File: src/sv/dosod_pkg.sv
// Shared types, constants and the arctangent table for the dual-sensor odometry core.
// No dependencies; imported by the core and its checker.
`default_nettype none
package dosod_pkg;

  localparam int CORDIC_ITERATIONS = 24;
  localparam logic [4:0] ITER_LAST = 5'(CORDIC_ITERATIONS - 1);

  localparam logic [19:0] BASELINE_RESET = 20'd6299;
  localparam logic [31:0] MPC_RESET      = 32'd136365;
  localparam logic [31:0] INV_GAIN_Q30   = 32'd652032874;
  localparam logic [31:0] US_PER_SEC     = 32'd1000000;
  localparam logic [31:0] QUARTER_TURN   = 32'h4000_0000;

  // register map, byte addresses
  localparam logic [2:0] ADDR_BASELINE = 3'd0;
  localparam logic [2:0] ADDR_MPC      = 3'd4;

  typedef struct packed {
    logic signed [15:0] left_rel_x;
    logic signed [15:0] left_rel_y;
    logic signed [15:0] right_rel_x;
    logic signed [15:0] right_rel_y;
    logic [19:0]        elapsed_us;
  } in_item_t;

  typedef struct packed {
    logic signed [31:0] pos_x;
    logic signed [31:0] pos_y;
    logic [31:0]        heading;
    logic signed [31:0] vel_x;
    logic signed [31:0] vel_y;
    logic               vel_valid;
  } out_item_t;

  // atan(2^-i) in binary-angle units, rounded to nearest
  function automatic logic [31:0] atan_lut(input logic [4:0] i);
    logic [31:0] r;
    case (i)
      5'd0:  r = 32'h20000000;
      5'd1:  r = 32'h12E4051E;
      5'd2:  r = 32'h09FB385B;
      5'd3:  r = 32'h051111D4;
      5'd4:  r = 32'h028B0D43;
      5'd5:  r = 32'h0145D7E1;
      5'd6:  r = 32'h00A2F61E;
      5'd7:  r = 32'h00517C55;
      5'd8:  r = 32'h0028BE53;
      5'd9:  r = 32'h00145F2F;
      5'd10: r = 32'h000A2F98;
      5'd11: r = 32'h000517CC;
      5'd12: r = 32'h00028BE6;
      5'd13: r = 32'h000145F3;
      5'd14: r = 32'h0000A2FA;
      5'd15: r = 32'h0000517D;
      5'd16: r = 32'h000028BE;
      5'd17: r = 32'h0000145F;
      5'd18: r = 32'h00000A30;
      5'd19: r = 32'h00000518;
      5'd20: r = 32'h0000028C;
      5'd21: r = 32'h00000146;
      5'd22: r = 32'h000000A3;
      5'd23: r = 32'h00000051;
      5'd24: r = 32'h00000029;
      5'd25: r = 32'h00000014;
      5'd26: r = 32'h0000000A;
      5'd27: r = 32'h00000005;
      5'd28: r = 32'h00000003;
      5'd29: r = 32'h00000001;
      5'd30: r = 32'h00000001;
      default: r = 32'h00000000;
    endcase
    return r;
  endfunction

endpackage
`default_nettype wire

File: src/sv/dual_optical_sensor_odometry_core.sv
// Dead-reckoning odometry core for two optical motion sensors, with APB register port.
// Depends on dosod_pkg.
`default_nettype none

// One input transaction carries the raw counts of both sensors and the time since
// the last tick; one output transaction returns position, heading and velocity.
// Work is done one tick at a time by a small sequencer around a shared CORDIC
// iteration unit (used first in vectoring mode for the heading increment, then in
// rotation mode for the step), a 40x8 multiply-accumulate unit (six products per
// tick, each with load, run and store states) and a restoring divider that retires
// one quotient bit a cycle, one axis after the other. A tick skips the heading
// CORDIC when the heading needs none (equal x counts or zero baseline) and skips the
// divider when elapsed_us is zero; the divider dominates the time per tick.
// in_ready is high only while the sequencer is idle, but a finished result sits
// in the output register, so the next tick may start while it waits to be taken.
// A tick that finishes while the previous result is still waiting holds until it goes.
// Registers: 0x0 baseline_counts (20 bit), 0x4 meters_per_count (32 bit);
// write them only while the core is idle. No clearing pass after reset.
module dual_optical_sensor_odometry_core
  import dosod_pkg::*;
(
  input  wire logic        clk,
  input  wire logic        rst,
  // input channel
  input  wire logic        in_valid,
  output logic             in_ready,
  input  wire in_item_t    in_data,
  // output channel
  output logic             out_valid,
  input  wire logic        out_ready,
  output out_item_t        out_data,
  // APB
  input  wire logic        psel,
  input  wire logic        penable,
  input  wire logic        pwrite,
  input  wire logic [2:0]  paddr,
  input  wire logic [31:0] pwdata,
  output logic [31:0]      prdata,
  output logic             pready
);

  typedef enum logic [3:0] {
    S_IDLE, S_HEAD, S_HAPPLY, S_RINIT, S_ROT, S_MLOAD, S_MRUN, S_MSTORE,
    S_ACC, S_DLOAD, S_DRUN, S_DSTORE, S_DONE
  } state_t;

  // product sequence
  localparam logic [2:0] OP_GAIN_X = 3'd0;
  localparam logic [2:0] OP_GAIN_Y = 3'd1;
  localparam logic [2:0] OP_STEP_X = 3'd2;
  localparam logic [2:0] OP_STEP_Y = 3'd3;
  localparam logic [2:0] OP_VEL_X  = 3'd4;
  localparam logic [2:0] OP_VEL_Y  = 3'd5;

  state_t state;

  // configuration
  logic [19:0] baseline;
  logic [31:0] mpc;

  // persistent odometry state
  logic [31:0]        heading_angle;
  logic signed [63:0] pos_x_acc, pos_y_acc;

  // per-tick working registers
  logic signed [39:0] sum_x, sum_y;   // vector sum, counts Q14
  logic               dneg, dzero;
  logic [19:0]        us;
  logic signed [39:0] cx, cy;
  logic [31:0]        cz;
  logic               vect;
  logic [4:0]         iter;
  logic signed [39:0] gx, gy;         // rotated, gain removed
  logic signed [63:0] step_x, step_y; // metres Q32.32
  logic signed [63:0] num_x, num_y;   // velocity numerators
  logic [2:0]         op;
  logic [39:0]        mul_a;
  logic [31:0]        mul_b;
  logic               mul_neg;
  logic [71:0]        mul_acc;
  logic [1:0]         mul_cnt;
  logic [57:0]        div_q;
  logic [20:0]        div_rem;
  logic [5:0]         div_cnt;
  logic               div_neg;
  logic               dax;            // divider axis: 0 x, 1 y
  logic signed [31:0] vel_x, vel_y;

  // ---------------- input remap: x = -rel_y, y = -rel_x ----------------
  logic signed [17:0] d_in, sx_in, sy_in;
  logic [17:0]        dmag_in;
  always_comb begin
    // rx - lx = left_rel_y - right_rel_y
    d_in  = 18'(in_data.left_rel_y) - 18'(in_data.right_rel_y);
    sx_in = -(18'(in_data.left_rel_y) + 18'(in_data.right_rel_y));
    sy_in = -(18'(in_data.left_rel_x) + 18'(in_data.right_rel_x));
    dmag_in = d_in[17] ? 18'(-d_in) : d_in;
  end

  // ---------------- shared CORDIC iteration ----------------
  // vectoring drives y to zero, rotation drives z to zero; same datapath
  logic signed [39:0] xsh, ysh, nx, ny;
  logic [31:0]        at, nz;
  logic               plus;
  always_comb begin
    xsh  = cx >>> iter;
    ysh  = cy >>> iter;
    at   = atan_lut(iter);
    plus = vect ? ~cy[39] : cz[31];
    nx   = plus ? cx + ysh : cx - ysh;
    ny   = plus ? cy - xsh : cy + xsh;
    nz   = plus ? cz + at  : cz - at;
  end

  // ---------------- multiply-accumulate unit ----------------
  logic [7:0]         mul_chunk;
  logic [47:0]        mul_part;
  logic [71:0]        mul_next;
  logic signed [72:0] mul_prod, p30, p15;
  logic signed [39:0] mul_v;
  logic [31:0]        mul_bsel;
  logic signed [63:0] sxs16, sys16;
  always_comb begin
    mul_chunk = mul_b[{mul_cnt, 3'b000} +: 8];
    mul_part  = mul_a * {40'd0, mul_chunk};
    mul_next  = mul_acc + ({24'd0, mul_part} << {mul_cnt, 3'b000});
    mul_prod  = mul_neg ? -$signed({1'b0, mul_acc}) : $signed({1'b0, mul_acc});
    p30 = mul_prod >>> 30;
    p15 = mul_prod >>> 15;
    sxs16 = step_x >>> 16;
    sys16 = step_y >>> 16;
    case (op)
      OP_GAIN_X: begin mul_v = cx;           mul_bsel = INV_GAIN_Q30; end
      OP_GAIN_Y: begin mul_v = cy;           mul_bsel = INV_GAIN_Q30; end
      OP_STEP_X: begin mul_v = gx;           mul_bsel = mpc;          end
      OP_STEP_Y: begin mul_v = gy;           mul_bsel = mpc;          end
      OP_VEL_X:  begin mul_v = sxs16[39:0];  mul_bsel = US_PER_SEC;   end
      OP_VEL_Y:  begin mul_v = sys16[39:0];  mul_bsel = US_PER_SEC;   end
      default:   begin mul_v = '0;           mul_bsel = '0;           end
    endcase
  end

  // ---------------- restoring divider step ----------------
  logic [21:0]        div_t;
  logic               div_ge;
  logic [21:0]        div_sub;
  logic signed [63:0] div_n;
  always_comb begin
    div_t   = {div_rem, div_q[57]};
    div_sub = div_t - {2'b00, us};
    div_ge  = div_t >= {2'b00, us};
    div_n   = dax ? num_y : num_x;
  end

  // ---------------- helpers ----------------
  function automatic logic signed [63:0] sat_add64(input logic signed [63:0] a,
                                                   input logic signed [63:0] b);
    logic signed [64:0] s;
    s = {a[63], a} + {b[63], b};
    if (s[64] != s[63]) return s[64] ? {1'b1, 63'd0} : {1'b0, {63{1'b1}}};
    return s[63:0];
  endfunction

  function automatic logic [31:0] sat32(input logic signed [63:0] v);
    if (v[63:31] == '0 || v[63:31] == '1) return v[31:0];
    return v[63] ? 32'h8000_0000 : 32'h7FFF_FFFF;
  endfunction

  function automatic logic [31:0] sat_mag(input logic [57:0] q, input logic neg);
    logic [57:0] nq;
    nq = -q;
    if (neg) return (q > 58'h8000_0000) ? 32'h8000_0000 : nq[31:0];
    return (q > 58'h7FFF_FFFF) ? 32'h7FFF_FFFF : q[31:0];
  endfunction

  logic [31:0]        h_delta;
  logic signed [63:0] px16, py16;
  always_comb begin
    if (dzero)              h_delta = '0;
    else if (baseline == '0) h_delta = QUARTER_TURN;
    else                    h_delta = cz;
    px16 = pos_x_acc >>> 16;
    py16 = pos_y_acc >>> 16;
  end

  // ---------------- APB ----------------
  logic cfg_wr;
  assign cfg_wr = psel && penable && pwrite;
  assign pready = 1'b1;
  assign prdata = paddr[2] ? mpc : {12'd0, baseline};
  assign in_ready = (state == S_IDLE);

  // ---------------- sequencer ----------------
  always_ff @(posedge clk) begin
    if (rst) begin
      state         <= S_IDLE;
      out_valid     <= 1'b0;
      baseline      <= BASELINE_RESET;
      mpc           <= MPC_RESET;
      heading_angle <= '0;
      pos_x_acc     <= '0;
      pos_y_acc     <= '0;
    end else begin
      if (cfg_wr) begin
        if (paddr[2] == ADDR_MPC[2]) mpc <= pwdata;
        else                         baseline <= pwdata[19:0];
      end
      // S_DONE reloads the output register itself
      if (out_valid && out_ready && state != S_DONE) out_valid <= 1'b0;

      case (state)
        S_IDLE: begin
          if (in_valid) begin
            sum_x <= {{8{sx_in[17]}}, sx_in, 14'd0};
            sum_y <= {{8{sy_in[17]}}, sy_in, 14'd0};
            dneg  <= d_in[17];
            dzero <= (d_in == '0);
            us    <= in_data.elapsed_us;
            cx    <= {8'd0, baseline, 12'd0};
            cy    <= {10'd0, dmag_in, 12'd0};
            cz    <= '0;
            vect  <= 1'b1;
            iter  <= '0;
            state <= (d_in == '0 || baseline == '0) ? S_HAPPLY : S_HEAD;
          end
        end
        S_HEAD, S_ROT: begin
          cx   <= nx;
          cy   <= ny;
          cz   <= nz;
          iter <= iter + 5'd1;
          if (iter == ITER_LAST) begin
            op    <= OP_GAIN_X;
            state <= (state == S_HEAD) ? S_HAPPLY : S_MLOAD;
          end
        end
        S_HAPPLY: begin
          heading_angle <= heading_angle + (dneg ? -h_delta : h_delta);
          state <= S_RINIT;
        end
        S_RINIT: begin
          // exact quarter turns first, residual angle goes to the CORDIC
          case (heading_angle[31:30])
            2'd1:    begin cx <= -sum_y; cy <= sum_x;  end
            2'd2:    begin cx <= -sum_x; cy <= -sum_y; end
            2'd3:    begin cx <= sum_y;  cy <= -sum_x; end
            default: begin cx <= sum_x;  cy <= sum_y;  end
          endcase
          cz    <= {2'b00, heading_angle[29:0]};
          vect  <= 1'b0;
          iter  <= '0;
          state <= S_ROT;
        end
        S_MLOAD: begin
          mul_a   <= mul_v[39] ? 40'(-mul_v) : mul_v;
          mul_neg <= mul_v[39];
          mul_b   <= mul_bsel;
          mul_acc <= '0;
          mul_cnt <= '0;
          state   <= S_MRUN;
        end
        S_MRUN: begin
          mul_acc <= mul_next;
          mul_cnt <= mul_cnt + 2'd1;
          if (mul_cnt == 2'd3) state <= S_MSTORE;
        end
        S_MSTORE: begin
          case (op)
            OP_GAIN_X: gx <= p30[39:0];
            OP_GAIN_Y: gy <= p30[39:0];
            OP_STEP_X: step_x <= p15[63:0];
            OP_STEP_Y: step_y <= p15[63:0];
            OP_VEL_X:  num_x <= mul_prod[63:0];
            OP_VEL_Y:  num_y <= mul_prod[63:0];
            default: ;
          endcase
          op    <= op + 3'd1;
          state <= (op == OP_VEL_Y) ? S_ACC : S_MLOAD;
        end
        S_ACC: begin
          pos_x_acc <= sat_add64(pos_x_acc, step_x);
          pos_y_acc <= sat_add64(pos_y_acc, step_y);
          dax <= 1'b0;
          if (us == '0) begin
            vel_x <= '0;
            vel_y <= '0;
            state <= S_DONE;
          end else begin
            state <= S_DLOAD;
          end
        end
        S_DLOAD: begin
          div_neg <= div_n[63];
          div_q   <= div_n[63] ? 58'(-div_n) : div_n[57:0];
          div_rem <= '0;
          div_cnt <= '0;
          state   <= S_DRUN;
        end
        S_DRUN: begin
          div_rem <= div_ge ? div_sub[20:0] : div_t[20:0];
          div_q   <= {div_q[56:0], div_ge};
          div_cnt <= div_cnt + 6'd1;
          if (div_cnt == 6'd57) state <= S_DSTORE;
        end
        S_DSTORE: begin
          if (dax) begin
            vel_y <= sat_mag(div_q, div_neg);
            state <= S_DONE;
          end else begin
            vel_x <= sat_mag(div_q, div_neg);
            dax   <= 1'b1;
            state <= S_DLOAD;
          end
        end
        S_DONE: begin
          if (!out_valid || out_ready) begin
            out_valid          <= 1'b1;
            out_data.pos_x     <= sat32(px16);
            out_data.pos_y     <= sat32(py16);
            out_data.heading   <= heading_angle;
            out_data.vel_x     <= vel_x;
            out_data.vel_y     <= vel_y;
            out_data.vel_valid <= (us != '0);
            state <= S_IDLE;
          end
        end
        default: state <= S_IDLE;
      endcase
    end
  end

endmodule
`default_nettype wire

File: config.mk
export PLATFORM = sky130hd
export DESIGN_NAME = dual_optical_sensor_odometry_core
export DESIGN_NICKNAME = d
export VERILOG_FILES = /design/src/sv/dosod_pkg.sv /design/src/sv/dual_optical_sensor_odometry_core.sv
export SDC_FILE = /design/constraint.sdc
export NUM_CORES = 2
export LEC_CHECK = 0
export BUFFER_PORTS_ARGS = -buffer_cell sky130_fd_sc_hd__buf_2
export CAP_MARGIN = 20
export CORE_MARGIN = 2
export CORE_UTILIZATION = 47
export CTS_BUF_LIST = sky130_fd_sc_hd__clkbuf_4 sky130_fd_sc_hd__clkbuf_8
export DETAILED_ROUTE_END_ITERATION = 10
export GPL_TIMING_DRIVEN = 0
export PLACE_DENSITY = 0.69
export SYNTH_ARGS = -nofsm -noshare
export SYNTH_HDL_FRONTEND = slang
export SYNTH_SLANG_ARGS = --single-unit
export TNS_END_PERCENT = 100
File: constraint.sdc
create_clock -name clk -period 13.57 [get_ports clk]
set_input_delay 4.071 -clock clk [delete_from_list [all_inputs] [get_ports clk]]
set_output_delay 4.071 -clock clk [all_outputs]
set_load 0.02 [all_outputs]
==> results.json <==
{
  "worst_path_max_delay_cell": "clkbuf_1",
  "synth_fa_ha_area_frac": 0.124,
  "nets": 11300,
  "synthCells": 9785,
  "finalWirelength_um": 358000,
  "ys.flop_type": "edfxtp_1",
  "grt_pass1_wl_um": 519000,
  "multi_input_area_um2": 55100,
  "ios": 322,
  "synth_edf_count": 952,
  "finalMaxSlewViolations": 6,
  "max_stage_delay_ps": 830,
  "status": "finished, violations left",
  "path_buf_inv": 5,
  "postSynthAreaPerCell_um2": 9.46,
  "violations": "slew limit",
  "grt-ovfl-total": 0,
  "crit_arrival_ps": 12620,
  "maxCapViolCount": 0,
  "finalSetupViolCount": 0,
  "die_y_um": 448,
  "path_common_cell": "a21oi_1",
  "pwr_density_cell_nw_per_um2": 245,
  "drtIter0Drc": 9793,
  "ctsHoldBuffers": 0,
  "die_area_um2": 200000,
  "place.gp.congestion": 1.03,
  "path_clk_slew_ps": 70,
  "finalCritPeriodShare": 0.876,
  "drc_errors": 0,
  "crit_fanout": 10,
  "drtAntennaViolNets": 0,
  "std_cell_rows": 162,
  "clock_skew_ps": 125,
  "drt-pass1-iter-count": 10,
  "cts-root-buf": "clkbuf_8",
  "async_flop_share": 0,
  "io_buffers": 317,
  "synthTopCellsByCount": "edfxtp_1 (952), nand2_1 (913), a21oi_1 (792), nor2_1 (707), o21ai_0 (581)",
  "yosys.area.top_type": "edfxtp_1",
  "hold_ws_ps": 408,
  "initial_utilization": 0.474,
  "cp_top_family": "compound AO/OA/AOI/OAI gates",
  "startpoint_type": "register",
  "pre_cts_ws_ps": 1870,
  "netlist-cell-type-count": 96,
  "synth_xor_xnor_area_share": 0.0661,
  "hold_viol": 0,
  "post-route-util": 0.528,
  "fmax_ghz": 0.0841,
  "area_growth_pct": 11.5,
  "hold_path.class": "reg -> reg",
  "fill_cells": 17900,
  "rsz0062_at_grt": "false",
  "netlist.area_leader.share": 0.309,
  "critPathKind": "reg -> reg",
  "die_x_um": 448,
  "wl_per_cell_um": 27.2,
  "synth_area_um2": 92500,
  "synth_nets": 10700,
  "insertion_delay_ps": 1060,
  "period_minus_slack_ps": 11880,
  "vdd_drop_max_mv": 0.373,
  "dp_hpwl_um": 283000,
  "cts_tree": "done",
  "synthMuxAreaShare": 0.0691,
  "core_area_um2": 195000,
  "grtUsageTotal": 0.349,
  "tightest_slew_ps": 1540,
  "drive_gt1_frac": 0.105,
  "fin_ws_ps": 1690,
  "viasPerCell": 6.24,
  "cts_buffer_depth": 3,
  "synth_area_leaders": "edfxtp_1 (31%), ha_1 (7.2%), dfxtp_1 (5.3%)",
  "grt_pass1_vias": 78800,
  "regArea_um2": 33500,
  "synth_warnings": 0,
  "tns_ps": 0,
  "grt_max_degree": 84,
  "synth-simple-area-share": 0.151,
  "synth_compound_area_frac": 0.183,
  "yosysMostFrequentCell": "edfxtp_1",
  "post-cts-setup-buffer-count": 0,
  "slew_headroom": -0.0260,
  "static-leakage-power_uw": 0.0417,
  "synth-seq-area-share": 0.362,
  "end_kind": "register",
  "num_vias": 82400,
  "synth_seq_cells": 1199,
  "antenna_found_initial": 23,
  "cts_resized": 0,
  "cts_buffers": 209,
  "synth_top_family_by_area": "compound AO/OA/AOI/OAI gates",
  "cp.required_ps": 14310,
  "cts_htree_levels": 4,
  "clock_sinks": 1199
}
[flip-flops by register name, summed over array words and instances (netlist names), 40 cells and up]
register / cells
cx: 40
cy: 40
div_q: 58
gx: 40
gy: 40
mul_a: 40
mul_acc: 72
num_x: 59
num_y: 59
out_data: 161
pos_x_acc: 64
pos_y_acc: 64
step_x: 58
step_y: 58
[logic make-up (layout without fill, tap and decap cells)]
kind of cell | count (synthesis) | count (layout)
other cells | 1 | 11
fa+ha+maj | 776 | 776
compound gates | 2700 | 2700
simple gates | 2907 | 2907
mux | 433 | 433
buf+inv | 1072 | 1851
xor+xnor | 697 | 697
flops | 1199 | 1199
[through the flow]
step,instance area (um2),instances,total power [uW]
final,103000,13200,25300
after global routing,103000,13200,26600
after CTS,103000,13200,24800
after detailed placement,98400,12800,20900
after global placement,97400,12700,20800
after floorplan,92500,9785,16100
[area by class of cell]
type                    count  area share
plain buffers             495      0.0185
clock inverters           110      0.0114
well taps                2624      0.0318
repair buffers            388      0.0242
diodes                     10    0.000243
flip-flops and latches   1199       0.325
inverters                 577      0.0210
clock buffers             281      0.0343
multi-input cells        7514       0.534
[final timing paths]
check / start / endpoint / slack, ps / cells after the start
hold / removal: vel_y[14] / out_data[15] / 410 / 0
setup / recovery: mul_cnt[0] / mul_acc[71] / 1690 / 37
hold reg to reg: vel_y[14] / out_data[15] / 410 / 0
setup reg to reg: mul_cnt[0] / mul_acc[71] / 1690 / 37
[cell usage in the layout (no fill, tap or decap), types with 152 or more instances in the layout]
cell type / Yosys / layout
clkbuf_1: 406 / 404
o21ai_0: 581 / 581
nor3_1: 157 / 152
mux2i_1: 175 / 174
and2_1: 337 / 337
dfxtp_1: 247 / 247
nand2_1: 913 / 913
a21oi_1: 792 / 792
inv_1: 569 / 568
xor2_1: 272 / 272
fa_1: 239 / 239
xnor2_1: 424 / 423
ha_1: 536 / 536
clkbuf_8: 0 / 229
edfxtp_1: 952 / 952
nor2_1: 707 / 702
nand3_1: 166 / 166
buf_2: 28 / 348
a21o_1: 287 / 287
mux4_2: 154 / 154
[per-layer routing]
metal  part of all wire  global-route usage  wire length [um]  up-vias
met5            0.00017                   0                60        -
met4              0.071               0.210             25500       10
met3              0.082              0.0557             29200      893
met2               0.45               0.555            162000     4203
met1               0.40               0.447            142000    40400
li1                   -                   -                 -    36900
[power by group]
group	total [uW]	leakage, uW	switching [uW]	internal (uW)
clock network	3770	0.00245	1690	2080
registers	5490	0.0106	975	4510
logic	16000	0.0287	9950	6050
No activity file was read; power rests on OpenSTA's default activity.
